--- src/design/tccf_pkg.sv ---
// Package for the tilt-compensated compass filter: widths, constants, CORDIC table,
// state types and sequencer step codes. No dependencies.
package tccf_pkg;

  localparam int unsigned CordicSteps = 16;
  localparam int unsigned VecW        = 56;
  localparam int unsigned AngW        = 25;
  localparam int unsigned OutAngW     = 17;
  localparam int unsigned RadW        = 32;
  localparam int unsigned RootW       = 16;
  localparam int unsigned CfgIdxW     = 3;
  localparam int unsigned CfgDataW    = 48;
  localparam int unsigned StepW       = 5;

  localparam logic signed [AngW-1:0] HALF_TURN       = 25'sd4608000;
  localparam logic signed [VecW-1:0] CORDIC_INV_GAIN = 56'sd652032875;

  localparam logic [CfgIdxW-1:0] CFG_HARD_IRON     = 3'd0;
  localparam logic [CfgIdxW-1:0] CFG_SOFT_ROW0     = 3'd1;
  localparam logic [CfgIdxW-1:0] CFG_SOFT_ROW1     = 3'd2;
  localparam logic [CfgIdxW-1:0] CFG_SOFT_ROW2     = 3'd3;
  localparam logic [CfgIdxW-1:0] CFG_TILT_ALPHA    = 3'd4;
  localparam logic [CfgIdxW-1:0] CFG_HEADING_ALPHA = 3'd5;
  localparam logic [CfgIdxW-1:0] CFG_DECLINATION   = 3'd6;

  localparam logic [StepW-1:0] STEP_ZZ          = 5'd0;
  localparam logic [StepW-1:0] STEP_YY          = 5'd1;
  localparam logic [StepW-1:0] STEP_XX          = 5'd2;
  localparam logic [StepW-1:0] STEP_PITCH_BLEND = 5'd3;
  localparam logic [StepW-1:0] STEP_ROLL_BLEND  = 5'd4;
  localparam logic [StepW-1:0] STEP_M00         = 5'd5;
  localparam logic [StepW-1:0] STEP_M01         = 5'd6;
  localparam logic [StepW-1:0] STEP_M02         = 5'd7;
  localparam logic [StepW-1:0] STEP_M10         = 5'd8;
  localparam logic [StepW-1:0] STEP_M11         = 5'd9;
  localparam logic [StepW-1:0] STEP_M12         = 5'd10;
  localparam logic [StepW-1:0] STEP_M20         = 5'd11;
  localparam logic [StepW-1:0] STEP_M21         = 5'd12;
  localparam logic [StepW-1:0] STEP_M22         = 5'd13;
  localparam logic [StepW-1:0] STEP_SRSP        = 5'd14;
  localparam logic [StepW-1:0] STEP_SRCP        = 5'd15;
  localparam logic [StepW-1:0] STEP_XH0         = 5'd16;
  localparam logic [StepW-1:0] STEP_XH1         = 5'd17;
  localparam logic [StepW-1:0] STEP_YH0         = 5'd18;
  localparam logic [StepW-1:0] STEP_YH1         = 5'd19;
  localparam logic [StepW-1:0] STEP_YH2         = 5'd20;
  localparam logic [StepW-1:0] STEP_HEAD_BLEND  = 5'd21;

  typedef enum logic [1:0] {CORD_IDLE, CORD_NORM, CORD_ITER, CORD_DONE} cord_state_e;
  typedef enum logic [1:0] {SQRT_IDLE, SQRT_RUN, SQRT_DONE} sqrt_state_e;

  typedef enum logic [4:0] {
    ST_IDLE, ST_MUL, ST_ACC,
    ST_SQRT_P_GO, ST_SQRT_P_WAIT, ST_ATAN_P_GO, ST_ATAN_P_WAIT,
    ST_SQRT_R_GO, ST_SQRT_R_WAIT, ST_ATAN_R_GO, ST_ATAN_R_WAIT,
    ST_SC_P_GO, ST_SC_P_WAIT, ST_SC_R_GO, ST_SC_R_WAIT,
    ST_ATAN_H_GO, ST_ATAN_H_WAIT, ST_HEAD, ST_DONE
  } ctrl_state_e;

  typedef struct packed {
    logic start;
    logic vectoring;
  } cord_ctl_t;

  function automatic logic signed [AngW-1:0] atan_lut(input logic [3:0] idx);
    logic signed [AngW-1:0] v;
    case (idx)
      4'd0:    v = 25'sd1152000;
      4'd1:    v = 25'sd680065;
      4'd2:    v = 25'sd359328;
      4'd3:    v = 25'sd182400;
      4'd4:    v = 25'sd91554;
      4'd5:    v = 25'sd45822;
      4'd6:    v = 25'sd22916;
      4'd7:    v = 25'sd11459;
      4'd8:    v = 25'sd5730;
      4'd9:    v = 25'sd2865;
      4'd10:   v = 25'sd1432;
      4'd11:   v = 25'sd716;
      4'd12:   v = 25'sd358;
      4'd13:   v = 25'sd179;
      4'd14:   v = 25'sd90;
      default: v = 25'sd45;
    endcase
    return v;
  endfunction

endpackage

--- src/design/tccf_isqrt.sv ---
// Iterative floor square root, one result bit per cycle.
// Depends on tccf_pkg.
module tccf_isqrt (
  input  logic                        clk_i,
  input  logic                        rst_ni,
  input  logic                        start_i,
  input  logic [tccf_pkg::RadW-1:0]   rad_i,
  output logic                        done_o,
  output logic [tccf_pkg::RootW-1:0]  root_o
);
  import tccf_pkg::*;

  sqrt_state_e     state_q, state_d;
  logic [RadW-1:0] n_q, n_d;
  logic [RadW:0]   r_q, r_d;
  logic [RadW-1:0] bit_q, bit_d;
  logic [RadW:0]   trial;

  assign trial = r_q + {1'b0, bit_q};

  always_comb begin
    state_d = state_q;
    n_d     = n_q;
    r_d     = r_q;
    bit_d   = bit_q;
    case (state_q)
      SQRT_IDLE: begin
        if (start_i) begin
          n_d     = rad_i;
          r_d     = '0;
          bit_d   = RadW'(1) << (RadW - 2);
          state_d = SQRT_RUN;
        end
      end
      SQRT_RUN: begin
        if ({1'b0, n_q} >= trial) begin
          n_d = n_q - trial[RadW-1:0];
          r_d = (r_q >> 1) + {1'b0, bit_q};
        end else begin
          r_d = r_q >> 1;
        end
        bit_d = bit_q >> 2;
        if (bit_q[0]) begin
          state_d = SQRT_DONE;
        end
      end
      SQRT_DONE: state_d = SQRT_IDLE;
      default:   state_d = SQRT_IDLE;
    endcase
  end

  always_ff @(posedge clk_i or negedge rst_ni) begin
    if (!rst_ni) begin
      state_q <= SQRT_IDLE;
    end else begin
      state_q <= state_d;
    end
  end

  always_ff @(posedge clk_i) begin
    n_q   <= n_d;
    r_q   <= r_d;
    bit_q <= bit_d;
  end

  assign done_o = (state_q == SQRT_DONE);
  assign root_o = r_q[RootW-1:0];

endmodule

--- config.mk ---
export PLATFORM = sky130hd
export DESIGN_NAME = tccf_isqrt
export DESIGN_NICKNAME = d
export VERILOG_FILES = /design/src/design/tccf_pkg.sv /design/src/design/tccf_isqrt.sv
export SDC_FILE = /design/constraint.sdc
export NUM_CORES = 1
export LEC_CHECK = 0
export BUFFER_PORTS_ARGS = -buffer_cell sky130_fd_sc_hd__buf_2
export CAP_MARGIN = 20
export CORE_ASPECT_RATIO = 1.25
export CORE_UTILIZATION = 23
export DETAILED_ROUTE_END_ITERATION = 10
export SLEW_MARGIN = 5
export SYNTH_ARGS = -nofsm -noshare
export SYNTH_HDL_FRONTEND = slang
export SYNTH_SLANG_ARGS = --single-unit
--- constraint.sdc ---
create_clock -name clk_i -period 12.7 [get_ports clk_i]
set_clock_uncertainty 0.1 [all_clocks]
set_input_delay 2.54 -clock clk_i [delete_from_list [all_inputs] [get_ports clk_i]]
set_output_delay 2.54 -clock clk_i [all_outputs]
set_load 0.02 [all_outputs]
==> impl_metrics.tcl <==
set metrics [dict create \
    drc_errors 0 \
    cts.sinks 83 \
    nFillCells 3303 \
    worstHoldStart "bit_q[0]$_SDFFCE_PN0P_" \
    post_cts_buffers 0 \
    crit_path_max_incr_delay_ps 850 \
    worst_hold_path_type "flop to flop" \
    yosys_warnings 0 \
    grt_pass1_wl_um 30800 \
    antenna_found_initial 0 \
    most-common-layout-cells "nand2_1 (90), edfxtp_1 (81), ha_1 (66), o21ai_0 (59), a21oi_1 (58)" \
    cts_buffers 9 \
    synth.top_cell.area_share 0.337 \
    final-setup-viol-count 0 \
    antenna_cells 0 \
    clkTransAtPathRegs_ps 70 \
    place_inst 1207 \
    cp-end-kind "flop" \
    final_common_cell "nand2_1" \
    die_y_um 200 \
    vias 5992 \
    cts_tree "built" \
    start_kind "flop" \
    synth_ff_type "edfxtp_1" \
    fin_nets 914 \
    hold-worst-slack_ps 428 \
    drv_cap 0 \
    root_buffer "clkbuf_16" \
    grt_overflow 0 \
    cts.path.max_buffers 2 \
    htreeDepth 3 \
    ys_seq_area_frac 0.344 \
    grt_max_degree 53 \
    layout-drive-gt1-share 0.141 \
    grt_setup_unrepaired "no" \
    stdcell_count 1223 \
    synthArstFlopShare 0.0241 \
    drv_slew 0 \
    post_cts_resized 0 \
    synth.largest_area_cell "edfxtp_1" \
    postSynthAreaPerCell_um2 9.19 \
    cp-startpoint "r_q[2]$_SDFFCE_PN0P_" \
    min_period_ps 5760 \
    grt_pass1_vias 5925 \
    required_ps 12650 \
    ant_nets 0 \
    first_pass_iters 5 \
    worstPathArrival_ps 5710 \
    crit_chain "ha_1, a31oi_1, o21ai_0, a21oi_1, o21ai_0, a41oi_1, nand2b_1, nand2b_1, xnor2_1, ha_1, nand3_1, or4_1, nor2_1, a221o_1, a21oi_2, buf_4, nor2_2, a211oi_1" \
    synth.net_count 886 \
    routedWlPerCell_um 15.6 \
    placementRows 72 \
    place.gp.congestion 0.832 \
    crit_type "flop to flop" \
    ctsHoldBuffers 0 \
    postLayoutCoreUtil 0.263 \
    dieArea_um2 32100 \
    crit_family "compound AO/OA/AOI/OAI gates" \
    tightest_slew_ps 1080 \
    vias_per_cell 4.90 \
    fmax_ghz 0.174 \
    hold_violations 0 \
    synthTopCellsByArea "edfxtp_1 (34%), ha_1 (11%), xor2_1 (4.7%)" \
    num_io_pins 52 \
    routed_wl_um 19100 \
    synthDistinctLibCells 71 \
    status "completed" \
    synth_cells 784 \
    initial_core_util 0.233 \
    dp_hpwl_um 14400 \
    area.growth.synth_to_final_pct 12.6 \
    port_buffers 51 \
    grt_use_total 0.122 \
    syn_area_um2 7210 \
    slew_headroom 0.277 \
    drtIter0Drc 220 \
    core_um2 30900 \
    crit_buf_inv 1 \
    die_width_um 160 \
    period_share 0.453 \
    r2r_start "r_q[2]$_SDFFCE_PN0P_" \
    worst_path_max_delay_cell "nor2_2" \
    ys_seq_elements 83 \
    insertion_delay_ps 360 \
    crit_fanout 22 \
    synth-edff-count 81 \
    fin_tns_setup_ps 0 \
]
[Yosys cell counts, drive strengths merged (16+ instances only)]
cell type	number
a211oi	20
ha	66
buf	28
nor2	45
o21ai	60
a21oi	61
inv	22
and2	19
a31oi	28
edfxtp	81
xnor2	30
nand2	90
a21o	19
xor2	39
a31o	16
[worst paths after layout]
| kind | end | slack [ps] | cells past startpoint |
|---|---|---|---|
| setup / recovery | r_q[4]$_SDFFCE_PN0P_ | 6940 | 18 |
| hold / removal | state_q[0]$_DFFE_PN0P_ | 430 | 1 |
| setup reg to reg | r_q[4]$_SDFFCE_PN0P_ | 6940 | 18 |
| hold reg to reg | state_q[0]$_DFFE_PN0P_ | 430 | 1 |
| max in group asynchronous | state_q[0]$_DFFE_PN0P_ | 10550 | 1 |
| min in group asynchronous | state_q[1]$_DFFE_PN0P_ | 1860 | 1 |
[registers in the layout (all words and copies together), names as in the netlist]
name and cells:
n_q 32, bit_q 16, r_q 33, state_q 2
[kinds of logic after synthesis]
logic type,after synthesis,share of synthesized area
simple gates,229,0.155
compound gates,269,0.250
buf+inv,63,0.0439
mux,4,0.00590
flops,83,0.344
xor+xnor,69,0.0838
fa+ha+maj,67,0.117
[cell type report]
type	count	area, µm²	area share
multi-input cells	638	4430	0.546
repair buffers	58	320	0.0395
well taps	407	509	0.0627
clock buffers	9	225	0.0277
clock inverters	6	65.1	0.00801
flip-flops and latches	83	2480	0.306
inverters	22	82.6	0.0102
[stage by stage]
stage / cell area, µm² / setup slack, ps
floorplan: 7210 / 6700
global placement: 7810 / 6670
finish: 8120 / 6940
detailed placement: 7810 / 6600
global route: 8120 / 6470
CTS: 8100 / 6540
[metal layers]
layer,up-vias,GRT usage,part of all wire
met4,0,0.0547,0.029
met1,2859,0.140,0.43
met2,111,0.223,0.50
met3,26,0.0186,0.035
met5,-,0,0
li1,2996,-,-
Power is not shown: default switching activity piles up to over one toggle a cycle in this logic, so the estimate is an artifact.
