`src/design/tccf_pkg.sv`:
```
// Package for the tilt-compensated compass filter: widths, constants, CORDIC table,
// state types and sequencer step codes. No dependencies.
package tccf_pkg;

  localparam int unsigned CordicSteps = 16;
  localparam int unsigned VecW        = 56;
  localparam int unsigned AngW        = 25;
  localparam int unsigned OutAngW     = 17;
  localparam int unsigned RadW        = 32;
  localparam int unsigned RootW       = 16;
  localparam int unsigned CfgIdxW     = 3;
  localparam int unsigned CfgDataW    = 48;
  localparam int unsigned StepW       = 5;

  localparam logic signed [AngW-1:0] HALF_TURN       = 25'sd4608000;
  localparam logic signed [VecW-1:0] CORDIC_INV_GAIN = 56'sd652032875;

  localparam logic [CfgIdxW-1:0] CFG_HARD_IRON     = 3'd0;
  localparam logic [CfgIdxW-1:0] CFG_SOFT_ROW0     = 3'd1;
  localparam logic [CfgIdxW-1:0] CFG_SOFT_ROW1     = 3'd2;
  localparam logic [CfgIdxW-1:0] CFG_SOFT_ROW2     = 3'd3;
  localparam logic [CfgIdxW-1:0] CFG_TILT_ALPHA    = 3'd4;
  localparam logic [CfgIdxW-1:0] CFG_HEADING_ALPHA = 3'd5;
  localparam logic [CfgIdxW-1:0] CFG_DECLINATION   = 3'd6;

  localparam logic [StepW-1:0] STEP_ZZ          = 5'd0;
  localparam logic [StepW-1:0] STEP_YY          = 5'd1;
  localparam logic [StepW-1:0] STEP_XX          = 5'd2;
  localparam logic [StepW-1:0] STEP_PITCH_BLEND = 5'd3;
  localparam logic [StepW-1:0] STEP_ROLL_BLEND  = 5'd4;
  localparam logic [StepW-1:0] STEP_M00         = 5'd5;
  localparam logic [StepW-1:0] STEP_M01         = 5'd6;
  localparam logic [StepW-1:0] STEP_M02         = 5'd7;
  localparam logic [StepW-1:0] STEP_M10         = 5'd8;
  localparam logic [StepW-1:0] STEP_M11         = 5'd9;
  localparam logic [StepW-1:0] STEP_M12         = 5'd10;
  localparam logic [StepW-1:0] STEP_M20         = 5'd11;
  localparam logic [StepW-1:0] STEP_M21         = 5'd12;
  localparam logic [StepW-1:0] STEP_M22         = 5'd13;
  localparam logic [StepW-1:0] STEP_SRSP        = 5'd14;
  localparam logic [StepW-1:0] STEP_SRCP        = 5'd15;
  localparam logic [StepW-1:0] STEP_XH0         = 5'd16;
  localparam logic [StepW-1:0] STEP_XH1         = 5'd17;
  localparam logic [StepW-1:0] STEP_YH0         = 5'd18;
  localparam logic [StepW-1:0] STEP_YH1         = 5'd19;
  localparam logic [StepW-1:0] STEP_YH2         = 5'd20;
  localparam logic [StepW-1:0] STEP_HEAD_BLEND  = 5'd21;

  typedef enum logic [1:0] {CORD_IDLE, CORD_NORM, CORD_ITER, CORD_DONE} cord_state_e;
  typedef enum logic [1:0] {SQRT_IDLE, SQRT_RUN, SQRT_DONE} sqrt_state_e;

  typedef enum logic [4:0] {
    ST_IDLE, ST_MUL, ST_ACC,
    ST_SQRT_P_GO, ST_SQRT_P_WAIT, ST_ATAN_P_GO, ST_ATAN_P_WAIT,
    ST_SQRT_R_GO, ST_SQRT_R_WAIT, ST_ATAN_R_GO, ST_ATAN_R_WAIT,
    ST_SC_P_GO, ST_SC_P_WAIT, ST_SC_R_GO, ST_SC_R_WAIT,
    ST_ATAN_H_GO, ST_ATAN_H_WAIT, ST_HEAD, ST_DONE
  } ctrl_state_e;

  typedef struct packed {
    logic start;
    logic vectoring;
  } cord_ctl_t;

  function automatic logic signed [AngW-1:0] atan_lut(input logic [3:0] idx);
    logic signed [AngW-1:0] v;
    case (idx)
      4'd0:    v = 25'sd1152000;
      4'd1:    v = 25'sd680065;
      4'd2:    v = 25'sd359328;
      4'd3:    v = 25'sd182400;
      4'd4:    v = 25'sd91554;
      4'd5:    v = 25'sd45822;
      4'd6:    v = 25'sd22916;
      4'd7:    v = 25'sd11459;
      4'd8:    v = 25'sd5730;
      4'd9:    v = 25'sd2865;
      4'd10:   v = 25'sd1432;
      4'd11:   v = 25'sd716;
      4'd12:   v = 25'sd358;
      4'd13:   v = 25'sd179;
      4'd14:   v = 25'sd90;
      default: v = 25'sd45;
    endcase
    return v;
  endfunction

endpackage

```
`src/design/tccf_cordic.sv`:
```
// Shared iterative CORDIC: vectoring (atan2 with normalizing shifts) and
// rotation (cos/sin in Q15). Depends on tccf_pkg.
module tccf_cordic (
  input  logic                                 clk_i,
  input  logic                                 rst_ni,
  input  tccf_pkg::cord_ctl_t                  ctl_i,
  input  logic signed [tccf_pkg::VecW-1:0]     x_i,
  input  logic signed [tccf_pkg::VecW-1:0]     y_i,
  input  logic signed [tccf_pkg::AngW-1:0]     z_i,
  output logic                                 done_o,
  output logic signed [tccf_pkg::OutAngW-1:0]  angle_o,
  output logic signed [tccf_pkg::OutAngW-1:0]  cos_o,
  output logic signed [tccf_pkg::OutAngW-1:0]  sin_o
);
  import tccf_pkg::*;

  localparam logic [VecW-2:0] NormHigh = (VecW-1)'(1) << 30;
  localparam logic [VecW-2:0] NormLow  = (VecW-1)'(1) << 29;

  cord_state_e            state_q, state_d;
  logic signed [VecW-1:0] x_q, x_d, y_q, y_d;
  logic signed [AngW-1:0] z_q, z_d;
  logic [VecW-2:0]        m_q, m_d;
  logic [3:0]             it_q, it_d;
  logic                   vec_q, vec_d;
  logic signed [VecW-1:0] ax, ay, dx, dy;
  logic                   sub;

  assign ax  = x_i[VecW-1] ? -x_i : x_i;
  assign ay  = y_i[VecW-1] ? -y_i : y_i;
  assign dx  = y_q >>> it_q;
  assign dy  = x_q >>> it_q;
  assign sub = vec_q ? y_q[VecW-1] : !z_q[AngW-1];

  always_comb begin
    state_d = state_q;
    x_d     = x_q;
    y_d     = y_q;
    z_d     = z_q;
    m_d     = m_q;
    it_d    = it_q;
    vec_d   = vec_q;
    case (state_q)
      CORD_IDLE: begin
        if (ctl_i.start) begin
          vec_d = ctl_i.vectoring;
          it_d  = '0;
          if (ctl_i.vectoring) begin
            x_d = x_i;
            y_d = y_i;
            z_d = '0;
            m_d = (ax > ay) ? ax[VecW-2:0] : ay[VecW-2:0];
            if (x_i == '0 && y_i == '0) begin
              state_d = CORD_DONE;
            end else begin
              state_d = CORD_NORM;
            end
          end else begin
            x_d     = CORDIC_INV_GAIN;
            y_d     = '0;
            z_d     = z_i;
            state_d = CORD_ITER;
          end
        end
      end
      CORD_NORM: begin
        if (m_q >= NormHigh) begin
          x_d = x_q >>> 1;
          y_d = y_q >>> 1;
          m_d = m_q >> 1;
        end else if (m_q < NormLow) begin
          x_d = x_q <<< 1;
          y_d = y_q <<< 1;
          m_d = m_q << 1;
        end else begin
          if (x_q[VecW-1]) begin
            z_d = y_q[VecW-1] ? -HALF_TURN : HALF_TURN;
            x_d = -x_q;
            y_d = -y_q;
          end
          state_d = CORD_ITER;
        end
      end
      CORD_ITER: begin
        if (sub) begin
          x_d = x_q - dx;
          y_d = y_q + dy;
          z_d = z_q - atan_lut(it_q);
        end else begin
          x_d = x_q + dx;
          y_d = y_q - dy;
          z_d = z_q + atan_lut(it_q);
        end
        it_d = it_q + 4'd1;
        if (it_q == 4'(CordicSteps - 1)) begin
          state_d = CORD_DONE;
        end
      end
      CORD_DONE: state_d = CORD_IDLE;
      default:   state_d = CORD_IDLE;
    endcase
  end

  always_ff @(posedge clk_i or negedge rst_ni) begin
    if (!rst_ni) begin
      state_q <= CORD_IDLE;
    end else begin
      state_q <= state_d;
    end
  end

  always_ff @(posedge clk_i) begin
    x_q   <= x_d;
    y_q   <= y_d;
    z_q   <= z_d;
    m_q   <= m_d;
    it_q  <= it_d;
    vec_q <= vec_d;
  end

  assign done_o  = (state_q == CORD_DONE);
  assign angle_o = OutAngW'((z_q + AngW'(128)) >>> 8);
  assign cos_o   = OutAngW'(x_q >>> 15);
  assign sin_o   = OutAngW'(y_q >>> 15);

endmodule

```
`config.mk`:
```
export PLATFORM = sky130hd
export DESIGN_NAME = tccf_cordic
export DESIGN_NICKNAME = d
export VERILOG_FILES = /design/src/design/tccf_pkg.sv /design/src/design/tccf_cordic.sv
export SDC_FILE = /design/constraint.sdc
export NUM_CORES = 2
export LEC_CHECK = 0
export BUFFER_PORTS_ARGS = -buffer_cell sky130_fd_sc_hd__clkbuf_2
export CAP_MARGIN = 5
export CORE_MARGIN = 2
export CORE_UTILIZATION = 35
export DETAILED_ROUTE_END_ITERATION = 12
export SLEW_MARGIN = 20
export SYNTH_ARGS = -nofsm -noshare
export SYNTH_HDL_FRONTEND = slang
export SYNTH_SLANG_ARGS = --single-unit
```
`constraint.sdc`:
```
create_clock -name clk_i -period 32 [get_ports clk_i]
set_input_delay 1.6 -clock clk_i [delete_from_list [all_inputs] [get_ports clk_i]]
set_output_delay 1.6 -clock clk_i [all_outputs]
set_load 0.005 [all_outputs]
```
==> run_results.csv <==
group,metric,value,unit
yosys,syn_area,0.0359,mm2
floorplanning,num_io_pins,193,
clock_tree,cts_tree,"done",
min_path,hp-class,"flip-flop to flip-flop",
grt,antenna_found_initial,10,
yosys,yosys-mux-area-fraction,11.2,%
routing,drt_pass1_iterations,6,
clock_tree,clock_latency,0.66,ns
yosys,yosys-top-cells-count,"495 x nand2_1, 353 x nor2_1, 345 x a21oi_1",
placed_design,gp_congestion,0.988,
clock_tree,post_cts_buffers,0,
worst_setup_path,crit_slowest_cell,"buf_4",
yosys,syn-num-nets,4954,
grt,grt_usage,26.6,%
yosys,ys_ff_latch,220,
floorplanning,initial_core_util,35.3,%
worst_setup_path,start_kind,"input port",
yosys,avgSynthCellArea,7.81,um2
sta,finClkSkew,0.0628,ns
worst_setup_path,r2r_setup_slack,23.49,ns
floorplanning,core,0.102,mm2
routing,drc,0,
yosys,synthArstFlopShare,0.909,%
sta,drv_slew,0,
routing,routed_wirelength,145000,um
yosys,synth-main-ff-cell,"edfxtp_1",
placed_design,dp_hpwl,109000,um
yosys,synth-xor-area-share,9.61,%
sta,setup_violations,0,
sta,max_freq,0.114,GHz
sta,fin_tns_setup,0,ns
clock_tree,h-tree-depth,1,
worst_setup_path,cp_max_fo,90,
cells_and_area,utilization,37.7,%
placed_design,port_buffers,192,
yosys,synth_compound_area_share,27.3,%
worst_setup_path,cpPeakStageDelay,0.78,ns
sta,hold_viol_final,0,
yosys,yosys.area_share.simple,20.1,%
routing,avgViaCountPerCell,6.33,
routing,dr.first_iter.drc_count,4637,
cells_and_area,synthToLayoutAreaGrowth,6.94,%
worst_setup_path,setup.worst_path.class,"input port to flip-flop",
yosys,yosysMostFrequentCell,"nand2_1",
worst_setup_path,crit_path_end,"m_q[30]$_DFFE_PP_",
yosys,synth_adder_area_share,7.70,%
sta,period_needed,8.74,ns
clock_tree,ctsResizeCount,0,
placed_design,placed_cell_area,0.0373,mm2
placed_design,pre_cts_ws,22.64,ns
worst_setup_path,crit_arrival,9.14,ns
worst_setup_path,crit_start,"y_i[7]",
grt,grt_pass1_wl,216000,um
clock_tree,cts_buffers,31,
routing,vias,37200,
yosys,synth_warnings,0,
floorplanning,dieArea,0.105,mm2
worst_setup_path,crit_top_cell,"a21o_1",
yosys,yosys-top-cells-area,"edfxtp_1 16%, ha_1 7.5%, mux4_2 5.3%",
worst_setup_path,path_delay_family,"simple AND/OR/NAND/NOR gates",
worst_setup_path,crit_buf_inv,2,
grt,overflow,0,
worst_setup_path,critPathRequiredTime,32.41,ns
clock_tree,cts.hold.buffers_added,0,
worst_setup_path,rr_endpoint,"x_q[53]$_DFFE_PP_",
cells_and_area,final_area,0.0384,mm2
routing,wl_per_cell,24.7,um
clock_tree,cts_buffer_depth,3,
yosys,yosys.area.top_type,"edfxtp_1",
worst_setup_path,r2r_start,"it_q[0]$_DFFE_PP_",
grt,grt_pass1_vias,33900,
worst_setup_path,path_depth,23,
floorplanning,die_y,324,um
worst_setup_path,endpoint_kind,"flip-flop",
yosys,synth_edf_count,197,
sta,rsz0062_at_grt,"no",
worst_setup_path,reg2reg_depth,24,
sta,fin_crit_sh,27.3,%
sta,worst_slew_pin_slew,1.21,ns
clock_tree,numClockSinks,220,
yosys,ys_types,107,
cells_and_area,final_layout_size_suffix_gt1_share,11.5,%
yosys,syn_inst,4594,
clock_tree,cts.clk_slew.worst_paths,0.06,ns
yosys,ys_seq_area_share,17.8,%
floorplanning,die_x,324,um
routing,ant_nets,0,
worst_setup_path,path_cells,"clkbuf_2, or4_1, nor3_2, nand3_1, nor2b_1, nand3_1, or4_1, or3_1, o21ai_0, xor2_1, ha_1, a21o_1, a21o_1, a21o_1, a21o_1, a21o_1, a21oi_1, nor2b_1, a2111oi_0, mux2i_4, buf_4, mux2i_1, a221o_1",
floorplanning,core.rowCount,117,
grt,grt_max_degree,126,
outcome,outcome,"finished clean",
sta,slew_headroom,18.8,%
cells_and_area,nets,4831,
run,cap_violations,0,
yosys,synth_top_area_share,16.5,%
sta,fin_ws,23.26,ns
yosys,synth_top_family_by_area,"compound AO/OA/AOI/OAI gates",
clock_tree,cts-root-buf,"clkbuf_16",
-- cells by family after synthesis --
logic type                 after synthesis
muxes                                  279
AOI/OAI and AO/OA                     1468
and+or+nand+nor                       1488
DFF                                    220
adders and majority gates              219
xor gates and xnor gates               394
buffers and inverters                  526
-- state kept, by name, summed over array words and instances, names as in the netlist, named ones only --
name,flops
it_q,4
m_q,55
state_q,2
vec_q,1
x_q,56
y_q,56
z_q,25
-- cell usage in the layout (no fill, tap or decap), types with 31 or more instances in the layout --
cell type  synthesis  final
nand2_1          495    493
nor2_1           353    348
a21oi_1          345    344
o21ai_0          343    343
xnor2_1          214    214
ha_1             216    213
edfxtp_1         197    197
clkbuf_2           0    192
xor2_1           180    180
mux2i_1          135    132
inv_1            115    112
nand3_1           97     97
nor3_1            95     95
a21o_1            87     87
mux4_2            84     84
a221oi_1          69     69
o31ai_1           63     63
buf_4             38     59
o211ai_1          55     55
mux2_2            51     51
nand4_1           50     50
nand2b_1          48     48
nor2b_1           50     48
a211oi_1          49     48
nor4_1            47     47
a31oi_1           47     47
and3_1            45     45
nor3b_1           43     43
or3_1             42     42
a22oi_1           38     38
o21a_1            38     38
or4_1             35     35
clkbuf_16          0     31
-- tightest hold or removal path, stage by stage (launching register included) --
cell and delay, ns:
dfrtp_1 0.39, nand2_1 0.06, o21ai_0 0.06
-- per-layer routing --
layer	routed length [um]	share of wire [%]	up-vias	global-route usage [%]
li1	-	-	17100	-
met1	62200	43	17900	38.1
met2	61900	43	1981	40.0
met3	15800	11	270	4.93
met4	4980	3.4	0	8.60
met5	0	0	-	0
-- through the flow --
stage	cells	hold WS [ns]
3_3_place_gp	5806	0.538
2_1_floorplan	4594	0.497
6_report	5871	0.546
3_5_place_dp	5806	0.537
4_1_cts	5863	0.552
5_1_grt	5868	0.577
-- cell type report --
class / instances / area [um2]
fillers: 10600 / 63400
multi-input cells: 3848 / 27400
flip-flops and latches: 220 / 6390
well taps: 1368 / 1710
repair buffers: 253 / 1440
clock buffers: 36 / 795
inverters: 117 / 439
clock inverters: 21 / 231
diodes: 8 / 20.0
-- worst min path at each step --
| stage | cells after the start | from | slack [ns] | end |
|---|---|---|---|---|
| floorplan | 2 | state_q[1]$_DFFE_PN0P_ | 0.50 | state_q[1]$_DFFE_PN0P_ |
| global placement | 2 | state_q[1]$_DFFE_PN0P_ | 0.54 | state_q[1]$_DFFE_PN0P_ |
| detailed placement | 2 | state_q[1]$_DFFE_PN0P_ | 0.54 | state_q[1]$_DFFE_PN0P_ |
| CTS | 2 | state_q[1]$_DFFE_PN0P_ | 0.55 | state_q[1]$_DFFE_PN0P_ |
| global route | 2 | state_q[1]$_DFFE_PN0P_ | 0.58 | state_q[1]$_DFFE_PN0P_ |
| finish | 2 | state_q[1]$_DFFE_PN0P_ | 0.55 | state_q[1]$_DFFE_PN0P_ |
Power is left out: the tool's default activity adds up to more than one toggle a clock period on the data nets, which glitch-free logic cannot reach.
